[src/hw/rtl/sga_queue.sv]
// two-entry job queue between front and back
// depends on nothing
module sga_queue #(
  parameter int WIDTH = 8
) (
  input  logic             clk,
  input  logic             rst_n,
  input  logic             push,
  input  logic [WIDTH-1:0] push_data,
  input  logic             pop,
  output logic [WIDTH-1:0] pop_data,
  output logic             full,
  output logic             empty
);
  logic [1:0][WIDTH-1:0] mem_r;
  logic       wr_r, rd_r;
  logic [1:0] cnt_r;

  assign full     = cnt_r == 2'd2;
  assign empty    = cnt_r == 2'd0;
  assign pop_data = mem_r[rd_r];

  always_ff @(posedge clk) begin
    if (!rst_n) begin
      wr_r  <= 1'b0;
      rd_r  <= 1'b0;
      cnt_r <= 2'd0;
    end else begin
      if (push) wr_r <= !wr_r;
      if (pop)  rd_r <= !rd_r;
      unique case ({push, pop})
        2'b10:   cnt_r <= cnt_r + 2'd1;
        2'b01:   cnt_r <= cnt_r - 2'd1;
        default: cnt_r <= cnt_r;
      endcase
    end
  end

  always_ff @(posedge clk) begin
    if (push) mem_r[wr_r] <= push_data;
  end
endmodule

[config.mk]
export PLATFORM = sky130hd
export DESIGN_NAME = sga_queue
export DESIGN_NICKNAME = d
export VERILOG_FILES = /design/src/hw/rtl/sga_queue.sv
export SDC_FILE = /design/constraint.sdc
export NUM_CORES = 1
export LEC_CHECK = 0
export BUFFER_PORTS_ARGS = -buffer_cell sky130_fd_sc_hd__clkbuf_2
export CAP_MARGIN = 20
export CORE_UTILIZATION = 45
export DETAILED_ROUTE_END_ITERATION = 6
export PLACE_DENSITY = 0.71
export SLEW_MARGIN = 0
export SYNTH_ARGS = -nofsm -noshare
export SYNTH_HDL_FRONTEND = slang
export SYNTH_SLANG_ARGS = --single-unit
[constraint.sdc]
create_clock -name clk -period 3.04 [get_ports clk]
set_input_delay 0.456 -clock clk [delete_from_list [all_inputs] [get_ports clk]]
set_output_delay 0.456 -clock clk [all_outputs]
set_load 0.05 [all_outputs]
Word-level counts from Yosys, hierarchy flattened:

Cells that the tools add are included.

* bits in registers: 20
* input bits: 12
* output and inout port bits: 10

* add/sub/neg operators: 2
* $lt $le $gt $ge: 3
* equal/unequal tests: 3
* mux-type cells: 6
* reductions and logical operators: 5

Operator list (number)
* $mux W8: 3
* $bwmux W16: 1
* $demux W8 S1: 1
* $eq A2 B2 Y1 const B: 2
* $lt A1 B2 Y1 const B: 2
* $pmux W2 S2: 1
* $add A2 B1 Y2 const B: 1
* $eq A2 B1 Y1 const B: 1
* $logic_not A1 Y1: 2
* $logic_not A2 Y1: 1
* $reduce_bool A2 Y1: 1
* $sub A2 B1 Y2 const B: 1
* $ge A1 B1 Y1 const B: 1
* $logic_and A1 B1 Y1: 1

Longest topological paths before layout:

* depth after elaboration: 5
* gate-level depth with buffers: 5
* depth with buffers taken out: 5

Worst setup path before layout:

Ideal clock, no wire load.

* kind: flip-flop to output port
* start point: register cnt_r[0]
* end point: output port empty
* arrival: 0.978 ns
* path slack: 1.606 ns
* stages on the path, launching flop included: 2
* buffers on the path: 0
* cells stage by stage: dfxtp_1 > nor2_1

* cells in the longest elaborated chain, start to end: 1

RTL lines
* from (decl): line 17 `logic [1:0] cnt_r;`
* from (signal assigned): line 32 `2'b10: cnt_r <= cnt_r + 2'd1;`
* from (signal assigned): line 33 `2'b01: cnt_r <= cnt_r - 2'd1;`
* from (signal assigned): line 34 `default: cnt_r <= cnt_r;`
* $logic_not A2 Y1: line 20 `assign empty = cnt_r == 2'd0;`
* to (decl): line 13 `output logic empty`

Every way passes these cells.

Worst setup path in the final report:

* start point: register rd_r
* end point: output port pop_data[3]

* cells in the longest elaborated chain, start to end: 2

RTL lines
* from (decl): line 16 `logic wr_r, rd_r;`
* from (signal assigned): line 30 `if (pop) rd_r <= !rd_r;`
* $mux W8 (implied by the code) (2 in series): line 21 `assign pop_data = mem_r[rd_r];`
* to (decl): line 11 `output logic [WIDTH-1:0] pop_data,`

Every way passes these cells. The select of a mux whose other input is x is not followed.

==> flow_summary.json <==
{
  "yosysTopAreaCellShare_pct": 62.75,
  "numClockSinks": 20,
  "reg2reg_depth": 1,
  "power.density_nw_per_um2": 646.0,
  "ios": 22,
  "avgSynthCellArea_um2": 17.02,
  "wl_per_cell_um": 13.34,
  "place_hpwl_um": 845.5,
  "syn_nets": 58,
  "ys_seq_elements": 20,
  "grt_use_total_pct": 15.60,
  "numCtsBuffers": 3,
  "drtAntennaViolNets": 0,
  "cts_tree": "built",
  "cts_setup_buffers": 0,
  "final_common_cell": "clkbuf_2",
  "synth_warnings": 0,
  "critical_path_class": "register to output pin",
  "worst_setup_path_end_kind": "output pin",
  "n_fill_cell": 122,
  "yosys-top-cells-area": "edfxtp_1 63%, mux2_2 12%, dfxtp_1 10%, and2_1 2.5%, xnor2_1 2.3%",
  "hold_path_class": "primary input to register",
  "cts_hold_buf": 0,
  "root_buffer": "clkbuf_4",
  "design_area_um2": 922.1,
  "htreeDepth": 1,
  "postPlaceCellArea_um2": 885.9,
  "synthToLayoutAreaGrowth_pct": 20.42,
  "grt_pass1_wl_um": 1952,
  "fp.dieW_um": 43.25,
  "n_antenna_cell": 0,
  "clock_latency_ns": 0.30,
  "tns_ns": 0,
  "via_per_inst": 5.094,
  "final_cell_mix": "21 x clkbuf_2, 16 x edfxtp_1, 8 x mux2_2",
  "holdPathStages": 1,
  "critPathArrivalTime_ns": 1.49,
  "die-area_um2": 1871,
  "placementRows": 14,
  "grt_max_degree": 12,
  "drc": 0,
  "rsz0062_at_grt": "no",
  "status": "complete, no violations",
  "grt_pass1_vias": 435,
  "core-area_um2": 1541,
  "route.vias.total": 433,
  "drtIter0Drc": 2,
  "yosys.cell_types.count": 16,
  "clk_pin_slew_worst_paths_ns": 0.11,
  "leakage_nw": 0.3704,
  "layout.nets": 83,
  "drtPass1Iterations": 2,
  "finalCritPeriodShare_pct": 64.01,
  "ir_drop_v": 0.0003594,
  "globalRouteOverflowTotal": 0,
  "cap_violations": 0,
  "max-clock-path-buffers": 2,
  "multi_input_area_um2": 196.4,
  "gp_congestion": 0.7189,
  "slew_violations": 0,
  "synth_area_um2": 765.7,
  "worst_pin_slew_ns": 0.7284,
  "yosys.area.top_type": "edfxtp_1",
  "final_layout_size_suffix_gt1_share_pct": 49.28,
  "yosysSeqAreaShare_pct": 73.20,
  "regArea_um2": 560.5,
  "fp.dieH_um": 43.25,
  "initial_core_util_pct": 49.68,
  "io_buffers": 21,
  "required_ns": 2.58,
  "setup_violations": 0,
  "path_max_fanout": 9,
  "cts_resized": 0,
  "slew_headroom_pct": 51.26,
  "routed_wl_um": 1134,
  "syn_inst": 45,
  "antenna_found_initial": 0,
  "clock_skew_ns": 0.0009859,
  "final.min_clock_period_ns": 1.946,
  "clock.fmax_mhz": 513.9,
  "finalHoldViolations": 0,
  "worstSetupStartpointType": "register"
}
power by group:
part / total, mW / internal (mW) / switching, mW
Clock: 0.153 / 0.0731 / 0.0803
Combinational: 0.118 / 0.0381 / 0.0796
Sequential: 0.325 / 0.314 / 0.0110
Total: 0.596 / 0.425 / 0.171
per-stage QoR:
| stage | instances | total power, mW | hold slack, ns | utilization [%] | worst slack (ns) |
|---|---|---|---|---|---|
| after global placement | 81 | 0.4468 | 0.4856 | 57.47 | 1.417 |
| after global routing | 85 | 0.6293 | 0.3112 | 59.82 | 0.9978 |
| after floorplan | 45 | 0.4213 | 0.4662 | - | 1.606 |
| after detailed placement | 81 | 0.4499 | 0.5096 | 57.47 | 1.413 |
| final | 85 | 0.5957 | 0.3371 | 59.82 | 1.094 |
| after CTS | 85 | 0.6011 | 0.3302 | 59.82 | 1.069 |
cell usage after synthesis, drive strengths merged:
master and count:
a21boi 1, edfxtp 16, and2 3, nor2 2, nor2b 1, ha 1
or3 1, inv 1, dfxtp 4, o21a 1, o21ai 1, mux2 8
and2b 1, buf 1, xnor2 2, xor2 1
routing by layer:
layer  part of all wire, %  global-route usage, %  routed length [µm]  up-vias
met5                     0                      0                   0        -
met4                   1.1                  7.273                  12        0
met3                   5.6                  7.234                  63        2
met2                    55                  26.87                 628       17
met1                    38                  15.69                 430      201
li1                      -                      -                   -      213
cell type report:
class                   count  area share [%]
inverters                   1          0.4071
clock buffers               4           3.935
multi-input cells          23           21.30
well taps                  16           2.171
flip-flops and latches     20           60.79
repair buffers             21           11.40
sequential cells by signal, indices dropped and copies added, names as in the netlist:
signal / count
wr_r: 1
rd_r: 1
cnt_r: 2
mem_r: 16
path summary, 6_finish.rpt:
path / startpoint / to / slack (ns)
worst max register to register: wr_r$_SDFFE_PN0P_ / mem_r[1]$_DFFE_PP_ / 1.79
worst max-delay path: rd_r$_SDFFE_PN0P_ / pop_data[3] / 1.09
worst min register to register: cnt_r[1]$_SDFFE_PN0P_ / cnt_r[1]$_SDFFE_PN0P_ / 0.52
worst min-delay path: push_data[0] / mem_r[8]$_DFFE_PP_ / 0.34
cell families (layout without fill, tap and decap cells):
group	count (synthesis)	after routing	share of synthesized area, %
compound gates	3	3	2.614
xor+xnor	3	3	3.432
fa+ha+maj	1	1	1.634
buf+inv	2	26	1.143
flops	20	20	73.20
mux	8	8	11.77
simple gates	8	8	6.211
critical path, cell delays in order, from the launching register on:
cell      delay [ns]
dfxtp_1         0.57
mux2_2          0.38
clkbuf_2        0.24
No activity file was read; power rests on OpenSTA's default activity.
