[src/hw/rtl/sga_pkg.sv]
// constants and helpers for the symmetric gram accumulator
// no dependencies
package sga_pkg;
  localparam int MAX_COLS   = 8;
  localparam int COL_W      = 3;
  localparam int NCOL_W     = 4;
  localparam int ELEM_W     = 16;
  localparam int ACC_W      = 64;
  localparam int MODE_W     = 2;
  localparam int CFG_IDX_W  = 2;
  localparam int CFG_DATA_W = 4;

  localparam logic [CFG_IDX_W-1:0] REG_MODE = 2'd0;
  localparam logic [CFG_IDX_W-1:0] REG_COLS = 2'd1;

  localparam logic [MODE_W-1:0] MODE_ATA  = 2'd0;
  localparam logic [MODE_W-1:0] MODE_ATWA = 2'd1;
  localparam logic [MODE_W-1:0] MODE_SUM  = 2'd2;

  // start of row i in the packed lower triangle
  function automatic logic [5:0] tri_base(input logic [COL_W-1:0] i);
    logic [6:0] prod;
    prod = {4'd0, i} * ({4'd0, i} + 7'd1);
    return prod[6:1];
  endfunction
endpackage

[src/hw/rtl/sga_if.sv]
// input and result channels of the symmetric gram accumulator
// depends on sga_pkg
interface sga_in_if;
  logic                                valid;
  logic                                ready;
  logic signed [sga_pkg::ELEM_W-1:0]   a_value;
  logic signed [sga_pkg::ELEM_W-1:0]   b_value;
  logic        [sga_pkg::ELEM_W-1:0]   row_weight;
  logic                                final_row;
  modport source (output valid, a_value, b_value, row_weight, final_row, input ready);
  modport sink   (input valid, a_value, b_value, row_weight, final_row, output ready);
endinterface


[src/hw/rtl/sga_front.sv]
// front part: row gathering, pushes one row job per row end
// depends on sga_pkg and sga_if
module sga_front #(
  parameter int MAX_COLS = sga_pkg::MAX_COLS,
  parameter int JOB_W    = MAX_COLS * 2 * sga_pkg::ELEM_W + sga_pkg::ELEM_W + 1
) (
  input  logic                      clk,
  input  logic                      rst_n,
  sga_in_if.sink                    in_if,
  input  logic [sga_pkg::NCOL_W-1:0] n_cols,
  input  logic                      q_full,
  output logic                      q_push,
  output logic [JOB_W-1:0]          q_data
);
  localparam int IDX_W = (MAX_COLS > 1) ? $clog2(MAX_COLS) : 1;

  logic [MAX_COLS-1:0][sga_pkg::ELEM_W-1:0] a_st_r, b_st_r, a_nxt, b_nxt;
  logic [IDX_W-1:0]  pos_r, pos_nxt;
  logic              acc;
  logic              row_end;
  logic [sga_pkg::NCOL_W:0] pos_inc;

  assign in_if.ready = !q_full;
  assign acc         = in_if.valid && in_if.ready;
  assign pos_inc     = (sga_pkg::NCOL_W+1)'(pos_r) + 1'b1;
  assign row_end     = pos_inc >= {1'b0, n_cols};

  always_comb begin
    a_nxt = a_st_r;
    b_nxt = b_st_r;
    a_nxt[pos_r] = in_if.a_value;
    b_nxt[pos_r] = in_if.b_value;
    pos_nxt = row_end ? '0 : pos_r + 1'b1;
  end

  assign q_push = acc && row_end;
  assign q_data = {in_if.final_row, in_if.row_weight, b_nxt, a_nxt};

  always_ff @(posedge clk) begin
    if (!rst_n) begin
      pos_r <= '0;
    end else if (acc) begin
      pos_r <= pos_nxt;
    end
  end

  always_ff @(posedge clk) begin
    if (acc) begin
      a_st_r <= a_nxt;
      b_st_r <= b_nxt;
    end
  end
endmodule

[src/flat_wrapper.sv]
// flat-port wrapper written by rule: the top's interface ports become plain ports
module sga_front_flat 
#(
  parameter int MAX_COLS = sga_pkg::MAX_COLS,
  parameter int JOB_W    = MAX_COLS * 2 * sga_pkg::ELEM_W + sga_pkg::ELEM_W + 1
)
  (clk, rst_n, n_cols, q_full, q_push, q_data, in_if_valid, in_if_a_value, in_if_b_value, in_if_row_weight, in_if_final_row, in_if_ready);
  sga_in_if in_if_i ();
  input  logic clk;
  input  logic rst_n;
  input  logic [sga_pkg::NCOL_W-1:0] n_cols;
  input  logic q_full;
  output logic q_push;
  output logic [JOB_W-1:0] q_data;
  input wire logic [$bits(in_if_i.valid)-1:0] in_if_valid;
  input wire logic [$bits(in_if_i.a_value)-1:0] in_if_a_value;
  input wire logic [$bits(in_if_i.b_value)-1:0] in_if_b_value;
  input wire logic [$bits(in_if_i.row_weight)-1:0] in_if_row_weight;
  input wire logic [$bits(in_if_i.final_row)-1:0] in_if_final_row;
  output wire logic [$bits(in_if_i.ready)-1:0] in_if_ready;
  assign in_if_i.valid = in_if_valid;
  assign in_if_i.a_value = in_if_a_value;
  assign in_if_i.b_value = in_if_b_value;
  assign in_if_i.row_weight = in_if_row_weight;
  assign in_if_i.final_row = in_if_final_row;
  assign in_if_ready = in_if_i.ready;
  sga_front #(.MAX_COLS(MAX_COLS), .JOB_W(JOB_W)) u_core (.clk(clk), .rst_n(rst_n), .in_if(in_if_i), .n_cols(n_cols), .q_full(q_full), .q_push(q_push), .q_data(q_data));
endmodule
[config.mk]
export PLATFORM = sky130hd
export DESIGN_NAME = sga_front_flat
export DESIGN_NICKNAME = d
export VERILOG_FILES = /design/src/hw/rtl/sga_pkg.sv /design/src/hw/rtl/sga_if.sv /design/src/hw/rtl/sga_front.sv /design/src/flat_wrapper.sv
export SDC_FILE = /design/constraint.sdc
export NUM_CORES = 1
export LEC_CHECK = 0
export ABC_CLOCK_PERIOD_IN_PS = 7800
export BUFFER_PORTS_ARGS = -buffer_cell sky130_fd_sc_hd__buf_2
export CAP_MARGIN = 20
export CORE_MARGIN = 10
export CORE_UTILIZATION = 45
export DETAILED_ROUTE_END_ITERATION = 16
export PLACE_DENSITY_LB_ADDON = 0.3
export SETUP_SLACK_MARGIN = 0.3
export SLEW_MARGIN = 20
export SYNTH_ARGS = -nofsm -noshare
export SYNTH_HDL_FRONTEND = slang
export SYNTH_SLANG_ARGS = --single-unit
[constraint.sdc]
create_clock -name clk -period 7.8 [get_ports clk]
set_clock_uncertainty 0.05 [all_clocks]
set_input_delay 0.39 -clock clk [delete_from_list [all_inputs] [get_ports clk]]
set_output_delay 0.39 -clock clk [all_outputs]
set_load 0.02 [all_outputs]
== After elaboration in Yosys (flattened, before gate mapping) ==
Cells that the tools add are included.

* Input port bits: 57
* Bits in registers: 259
* Output and inout port bits: 275
* Word-level logic and storage cells: 31

* Add/subtract/negate cells: 2
* Multiplexer cells: 5
* Reduce and logical (&&, ||, !) cells: 4
* Magnitude comparators: 3

{| class="wikitable"
|+ Operators by type and width
! kind !! count
|-
| $bwmux W128 || 2
|-
| $demux W16 S3 || 1
|-
| $mux W16 || 1
|-
| $ge A5 B4 Y1 || 1
|-
| $add A3 B1 Y4 const B || 1
|-
| $lt A3 B4 Y1 const B || 1
|-
| $add A3 B1 Y3 const B || 1
|-
| $ge A3 B1 Y1 const B || 1
|-
| $logic_and A1 B1 Y1 || 3
|-
| $mux W3 || 1
|-
| $logic_not A1 Y1 || 1
|}

== Longest topological paths before layout ==
Gate-level depths: netlist of the first run.

* Depth in word-level cells: 5
* Depth in mapped cells: 9
* Mapped depth without buffers: 7

== Worst setup path after synthesis of the first run ==
OpenSTA, ideal clock, no wires.

* Kind: input-to-reg
* Start point: in q_full
* End point: reg u_core.pos_r[1]
* Stages on the path: 4
* Path slack: 1.519 ns
* Library setup time: 0.092 ns
* Data required time: 7.658 ns
* Buffers on the path: 0
* Arrival: 6.138 ns
* Path through: nand2b_1 inv_1 o211ai_1 a21boi_0

* Cells in the longest elaborated chain, start to end: 2

{| class="wikitable"
|+ RTL lines
! item !! line !! RTL
|-
| from (decl) || flat_wrapper.sv:12 || <nowiki>input logic q_full;</nowiki>
|-
| $logic_not A1 Y1 || sga_front.sv:23 || <nowiki>assign in_if.ready = !q_full;</nowiki>
|-
| $logic_and A1 B1 Y1 || sga_front.sv:24 || <nowiki>assign acc = in_if.valid && in_if.ready;</nowiki>
|-
| net u_core.acc || sga_front.sv:19 || <nowiki>logic acc;</nowiki>
|-
| to (signal assigned) || sga_front.sv:43 || <nowiki>pos_r <= pos_nxt;</nowiki>
|-
| to (decl) || sga_front.sv:18 || <nowiki>logic [IDX_W-1:0] pos_r, pos_nxt;</nowiki>
|}

The timed path passes the listed nets, and every way through them passes these cells.
A chain may end at the register's enable or synchronous reset.

== Worst setup path after layout of the first run ==
* Start point: reg u_core.pos_r[2]
* End point: out q_data[70]

* Cells in the longest elaborated chain, start to end: 5
* Elaborated cells between the ends (all ways): 6
* Classes of those cells: order compare (2); mux (3); reduce/logical (1)

{| class="wikitable"
|+ RTL lines
! item !! line !! RTL
|-
| $lt A3 B4 Y1 (implied by the code) / $ge A3 B1 Y1 (equally long branches) || sga_front.sv:31 || <nowiki>a_nxt[pos_r] = in_if.a_value;</nowiki>
|-
| $logic_and A1 B1 Y1 (implied by the code) || sga_front.sv:31 ||
|-
| $mux W16 (implied by the code) || sga_front.sv:31 ||
|-
| $demux W16 S3 (*) || n/a ||
|-
| $bwmux W128 (*) || sga_front.sv:31 ||
|-
| to (decl) || flat_wrapper.sv:14 || <nowiki>output logic [JOB_W-1:0] q_data;</nowiki>
|}

Every way passes the cells marked *; elsewhere a longest branch is shown, timed or not.

==> results.cfg, run 1 <==
[route]
wl_mm = 28.76
viasPerCell = 5.193
ant_nets = 0
dr.pass1.iters = 4
routedWlPerCell_um = 23.21
num_vias = 6434
drt-initial-drc-count = 360
drc = 0

[power_and_ir_drop]
p_leak_nw = 5.354
cellPowerDensity_mw_per_mm2 = 233.3
p_int_mw = 2.474
swShare_pct = 23.50
ir_worst_vdd_mv = 0.1741
combPwrFrac_pct = 10.8
seq_power_share_pct = 49.9
p_clk_share_pct = 39.3
p_sw_mw = 0.7598

[timing]
fin_setup_tns_ns = 0
fin_crit_sh_pct = 47.46
final-setup-viol-count = 0
worst_pin_slew_ns = 1.028
slew_viol_final = 0
relSlewSlack_pct = 31.45
max_freq_mhz = 270.2
hold_violations = 0
rsz0062_at_grt = no
min_period_ns = 3.702

[global_route]
grt_max_degree = 98
grtUsageTotal_pct = 17.09
grt_overflow = 0
grt_pass1_vias = 6805
antenna_found_initial = 0
grt_pass1_wl_mm = 42.32

[finish]
insertedDiodeCount = 0
final_net_count = 949
mostFrequentLayoutCell = buf_2
syn2layout_area_growth_pct = 21.59
fillers = 2070
register_area_sq_mm = 0.007747
multi_input_area_sq_mm = 0.003231
final_util_pct = 55.36
final_cells = 1239
final_cell_mix = 297 x buf_2, 256 x edfxtp_1, 239 x mux2_2
layout-drive-gt1-share_pct = 64.80

[floorplanning]
die-area_sq_mm = 0.03210
die_w_um = 179.2
rows = 58
die_h_um = 179.2
initial_core_util_pct = 45.53
design.core.area_sq_mm = 0.02504
io_pins = 332

[critical_path]
startpoint_type = register
cp-end-kind = primary output
crit_start = u_core.pos_r[2]
cp_max_fo = 17
required_ns = 7.36
path_buf_inv = 2
critical-path-top-delay-family = simple AND/OR/NAND/NOR gates
reg2reg_from = u_core.pos_r[2]
crit_chain = nor3b_4 -> buf_4 -> mux2_2 -> buf_2
reg2reg_depth = 3
crit_cells = 4
crit_path_max_incr_delay_ns = 0.92
path_class = register to primary output
cp.arrival_ns = 3.26
slowest_stage = nor3b_4

[synthesis]
synth_seq_area_share_pct = 67.97
synth_fa_ha_area_share_pct = 0.5488
async_flop_share_pct = 0
yosys.area.top_type = edfxtp_1
synthXorXnorAreaFrac_pct = 0.07684
postSynthAreaPerCell_sq_um = 19.09
synth_compound_gate_area_share_pct = 0.6257
ys_types = 26
synthSimpleGateAreaFrac_pct = 1.800
ys_ff_latch = 259
synth_edf_count = 256
synthCells = 597
synth_mux_area_share_pct = 25.29
synth_nets = 659
synthTopCellsByArea = edfxtp_1 67%, mux2_2 24%, buf_6 1.8%
ys_warn_count = 0
synth_ff_type = edfxtp_1
synth_area_sq_mm = 0.01140
synth_top_family_by_area = multiplexers
synth_top_area_share_pct = 67.44

[worst_hold_path]
hp-start = rst_n
min_path_cells = 3
hold_path.class = input pin to register

[placement]
dpl.cell_count = 1186
hpwlAfterDp_mm = 19.44
port_buffers = 297
gp_congestion = 0.7545

[cts]
cts_root_buf = clkbuf_16
cts_made_buffers = 28
cts_buffer_depth = 3
clk_pin_slew_ns = 0.06
cts_tree = done
clk_latency_ns = 0.54
cts.sinks = 259
post_cts_resized = 0
post_cts_buffers = 0
htreeDepth = 1
holdBufCountCts = 0

[outcome]
status = complete, no violations

[job]
max_cap_viol_count = 0
final cells by class:
type / instances / area share (%)
Clock buffer: 41 / 5.633
Sequential cell: 259 / 55.90
Tap cell: 330 / 2.979
Inverter: 6 / 0.2167
Timing Repair Buffer: 304 / 11.25
Multi-Input combinational cell: 288 / 23.31
Clock inverter: 11 / 0.7132
metrics by stage:
stage,hold slack [ns],area [sq um],setup WS (ns),total power [mW]
after floorplan,0.4791,11400,1.519,1.885
after global routing,0.08509,13860,3.905,3.351
after detailed placement,0.4966,12950,4.578,1.997
after global placement,0.4870,12950,4.653,1.990
final,0.09438,13860,4.098,3.234
after CTS,0.06425,13830,3.997,3.276
layer usage:
layer  share of wire (%)  global-route usage [%]  up-vias
met5                   0                       0        -
met4                 1.5                   3.826        0
met3                 9.8                   7.056       33
met2                  48                   27.95      217
met1                  41                   20.78     3261
li1                    -                       -     2923
power by group through the flow:
stage               clock [mW]  sequential (mW)  combinational [mW]
finish                    1.27             1.61               0.349
global route              1.36             1.62               0.374
CTS                       1.31             1.61               0.354
detailed placement           0             1.64               0.353
global placement             0             1.64               0.349
floorplan                    0             1.65               0.236
flip-flops by register name, indices dropped and copies added (netlist names):
name,cells
u_core.b_st_r,128
u_core.pos_r,3
u_core.a_st_r,128
cells in the mapped netlist, types with 3 or more instances:
cell	n
buf_4	26
buf_6	18
dfxtp_1	3
edfxtp_1	256
ha_1	5
inv_1	6
mux2_1	17
mux2_2	239
nand2_1	3
nand3b_4	3
nor3b_4	3
cells by family after synthesis:
kind of cell / after synthesis
AO/OA/AOI/OAI: 7
XOR/XNOR: 1
adder cells (fa/ha/maj): 5
buffers and inverters: 50
flip-flops: 259
multiplexers: 256
AND/OR/NAND/NOR: 19
worst register-to-register path, stage by stage (launching register included):
cell and delay (ns):
dfxtp_1 0.80, nor3b_4 0.92, buf_4 0.43, mux2_2 0.40
path summary, 6_finish.rpt:
path / to / slack [ns]
max: q_data[70] / 4.10
min: u_core.pos_r[2] / 0.09
max reg2reg: u_core.a_st_r[76] / 4.93
min reg2reg: u_core.b_st_r[27] / 0.51
No activity file was read; power rests on OpenSTA's default activity.
==> run 2, diff against run 1 <==
--- a/config.mk
+++ b/config.mk
@@ -5,7 +5,7 @@
 export SDC_FILE = /design/constraint.sdc
 export NUM_CORES = 1
 export LEC_CHECK = 0
-export ABC_CLOCK_PERIOD_IN_PS = 7800
+export ABC_CLOCK_PERIOD_IN_PS = 3500
 export BUFFER_PORTS_ARGS = -buffer_cell sky130_fd_sc_hd__buf_2
 export CAP_MARGIN = 20
 export CORE_MARGIN = 10
==> constraint.sdc (replaced) <==
create_clock -name clk -period 3.5 [get_ports clk]
set_clock_uncertainty 0.05 [all_clocks]
set_input_delay 0.175 -clock clk [delete_from_list [all_inputs] [get_ports clk]]
set_output_delay 0.175 -clock clk [all_outputs]
set_load 0.02 [all_outputs]
==> run 2 against run 1 <==
  * Utilization up 0.59 points
  * Combinational power up 130%
  * Routed wire length down 0.44%
  * Critical path depth down 1
  * Sequential cell count unchanged
  * Critical endpoint is now q_data[57]
  * Largest power group unchanged
  * Highest routed layer unchanged
==> results.cfg, run 2 (synthesized netlist as in run 1, its figures left out) <==
[timing]
rsz0062_at_grt = no
hold_slack_ns = 0.02530
slew_viol_final = 0
max_freq_mhz = 337.9
final-setup-viol-count = 0
hold_violations = 0
relSlewSlack_pct = 50.75
fin_crit_sh_pct = 84.56
worst_pin_slew_ns = 0.7377
min_period_ns = 2.960

[finish]
multi_input_area_sq_mm = 0.003238
insertedDiodeCount = 0
mostFrequentLayoutCell = buf_2
reg_top3 = u_core.a_st_r x128, u_core.b_st_r x128, u_core.pos_r x3
syn2layout_area_growth_pct = 22.89
final_cell_mix = 297 x buf_2, 256 x edfxtp_1, 239 x mux2_2
fillers = 2059
layout-drive-gt1-share_pct = 64.75
final_util_pct = 55.95
final_net_count = 963
register_area_sq_mm = 0.007747

[floorplanning]
die_h_um = 179.2
io_pins = 332
die_w_um = 179.2
rows = 58
design.core.area_sq_mm = 0.02504
die-area_sq_mm = 0.03210
initial_core_util_pct = 45.53

[power_and_ir_drop]
ir_worst_vdd_mv = 0.3726
p_total_mw = 7.222
cellPowerDensity_mw_per_mm2 = 515.6
p_leak_nw = 5.416

[route]
routedWlPerCell_um = 22.87
drc = 0
num_vias = 6496
wl_mm = 28.63
drt-initial-drc-count = 429
dr.pass1.iters = 5
viasPerCell = 5.188
ant_nets = 0

[cts]
htreeDepth = 1
cts_made_buffers = 28
clk_pin_slew_ns = 0.06
cts_root_buf = clkbuf_16
cts_buffer_depth = 3
cts_tree = done
clk_latency_ns = 0.53
post_cts_resized = 0
cts.sinks = 259

[worst_hold_path]
min_path_cells = 2
hold_path.class = input pin to register

[critical_path]
cp.arrival_ns = 2.73
startpoint_type = register
cp-end-kind = primary output
required_ns = 3.27
reg2reg_depth = 7
cp_max_fo = 32
path_class = register to primary output

[global_route]
antenna_found_initial = 0
grt_max_degree = 114
grt_overflow = 0
grtUsageTotal_pct = 16.98
grt_pass1_vias = 6897
grt_pass1_wl_mm = 42.49

[placement]
hpwlAfterDp_mm = 19.53
gp_congestion = 0.7362
port_buffers = 297

[outcome]
status = complete, no violations

[job]
max_cap_viol_count = 0
[run 2: cell types whose count changed in the layout (fill, tap and decap cells not counted), sizes merged]
cell and delta:
clkbuf +1, dlygate4sd3 +9, clkinv -2, buf +5
clkinvlp +2, inv -1, bufinv -1
[run 2: metrics by stage]
stage / TNS (ns) / std cells / area, sq um / setup slack, ns
detailed placement: 0 / 1192 / 13030 / 1.064
CTS: 0 / 1252 / 14010 / 0.4752
floorplan: -279.52 / 597 / 11410 / -1.089
global route: 0 / 1252 / 14010 / 0.3783
finish: 0 / 1252 / 14010 / 0.5403
global placement: 0 / 1192 / 13030 / 1.119
[run 2: area by class of cell]
cell class / instances / share of cell area, %
sequential: 259 / 55.31
tap: 330 / 2.948
clock inverter: 9 / 0.4734
multi-input combinational: 288 / 23.12
timing repair buffer: 318 / 12.08
clock buffer: 42 / 5.887
inverter: 6 / 0.1876
[run 2: path summary, 6_finish.rpt]
kind | endpoint | startpoint | slack [ns]
setup reg to reg | u_core.pos_r[1] | u_core.pos_r[0] | 1.12
hold reg to reg | u_core.b_st_r[6] | u_core.b_st_r[6] | 0.50
hold / removal | u_core.b_st_r[6] | in_if_b_value[6] | 0.03
setup / recovery | q_data[57] | u_core.pos_r[0] | 0.54
[run 2: worst max-delay path, stage by stage (launching register included)]
cell      delay, ns
dfxtp_1        0.79
nand3b_4       0.66
mux2_1         0.55
buf_2          0.17
[run 2: metal layers]
layer	share of wire [%]	routed length (um)	GRT usage, %	vias to the layer above
met2	49	13920	28.29	251
met4	2.4	685	4.578	0
li1	-	-	-	2942
met3	8.7	2499	5.644	36
met1	40	11520	20.75	3267
met5	0	0	0	-
[run 2: where the power goes]
| group | switching (mW) | total, mW | internal (mW) |
|---|---|---|---|
| combinational | 0.509 | 0.786 | 0.278 |
| sequential | 0.0341 | 3.60 | 3.56 |
| clock | 1.15 | 2.84 | 1.69 |
[run 2: timing repair]
item | in CTS | in global routing
hold buffers | 9 | 0
endpoints found under the hold margin | 25 | 0
setup buffers | 0 | 0
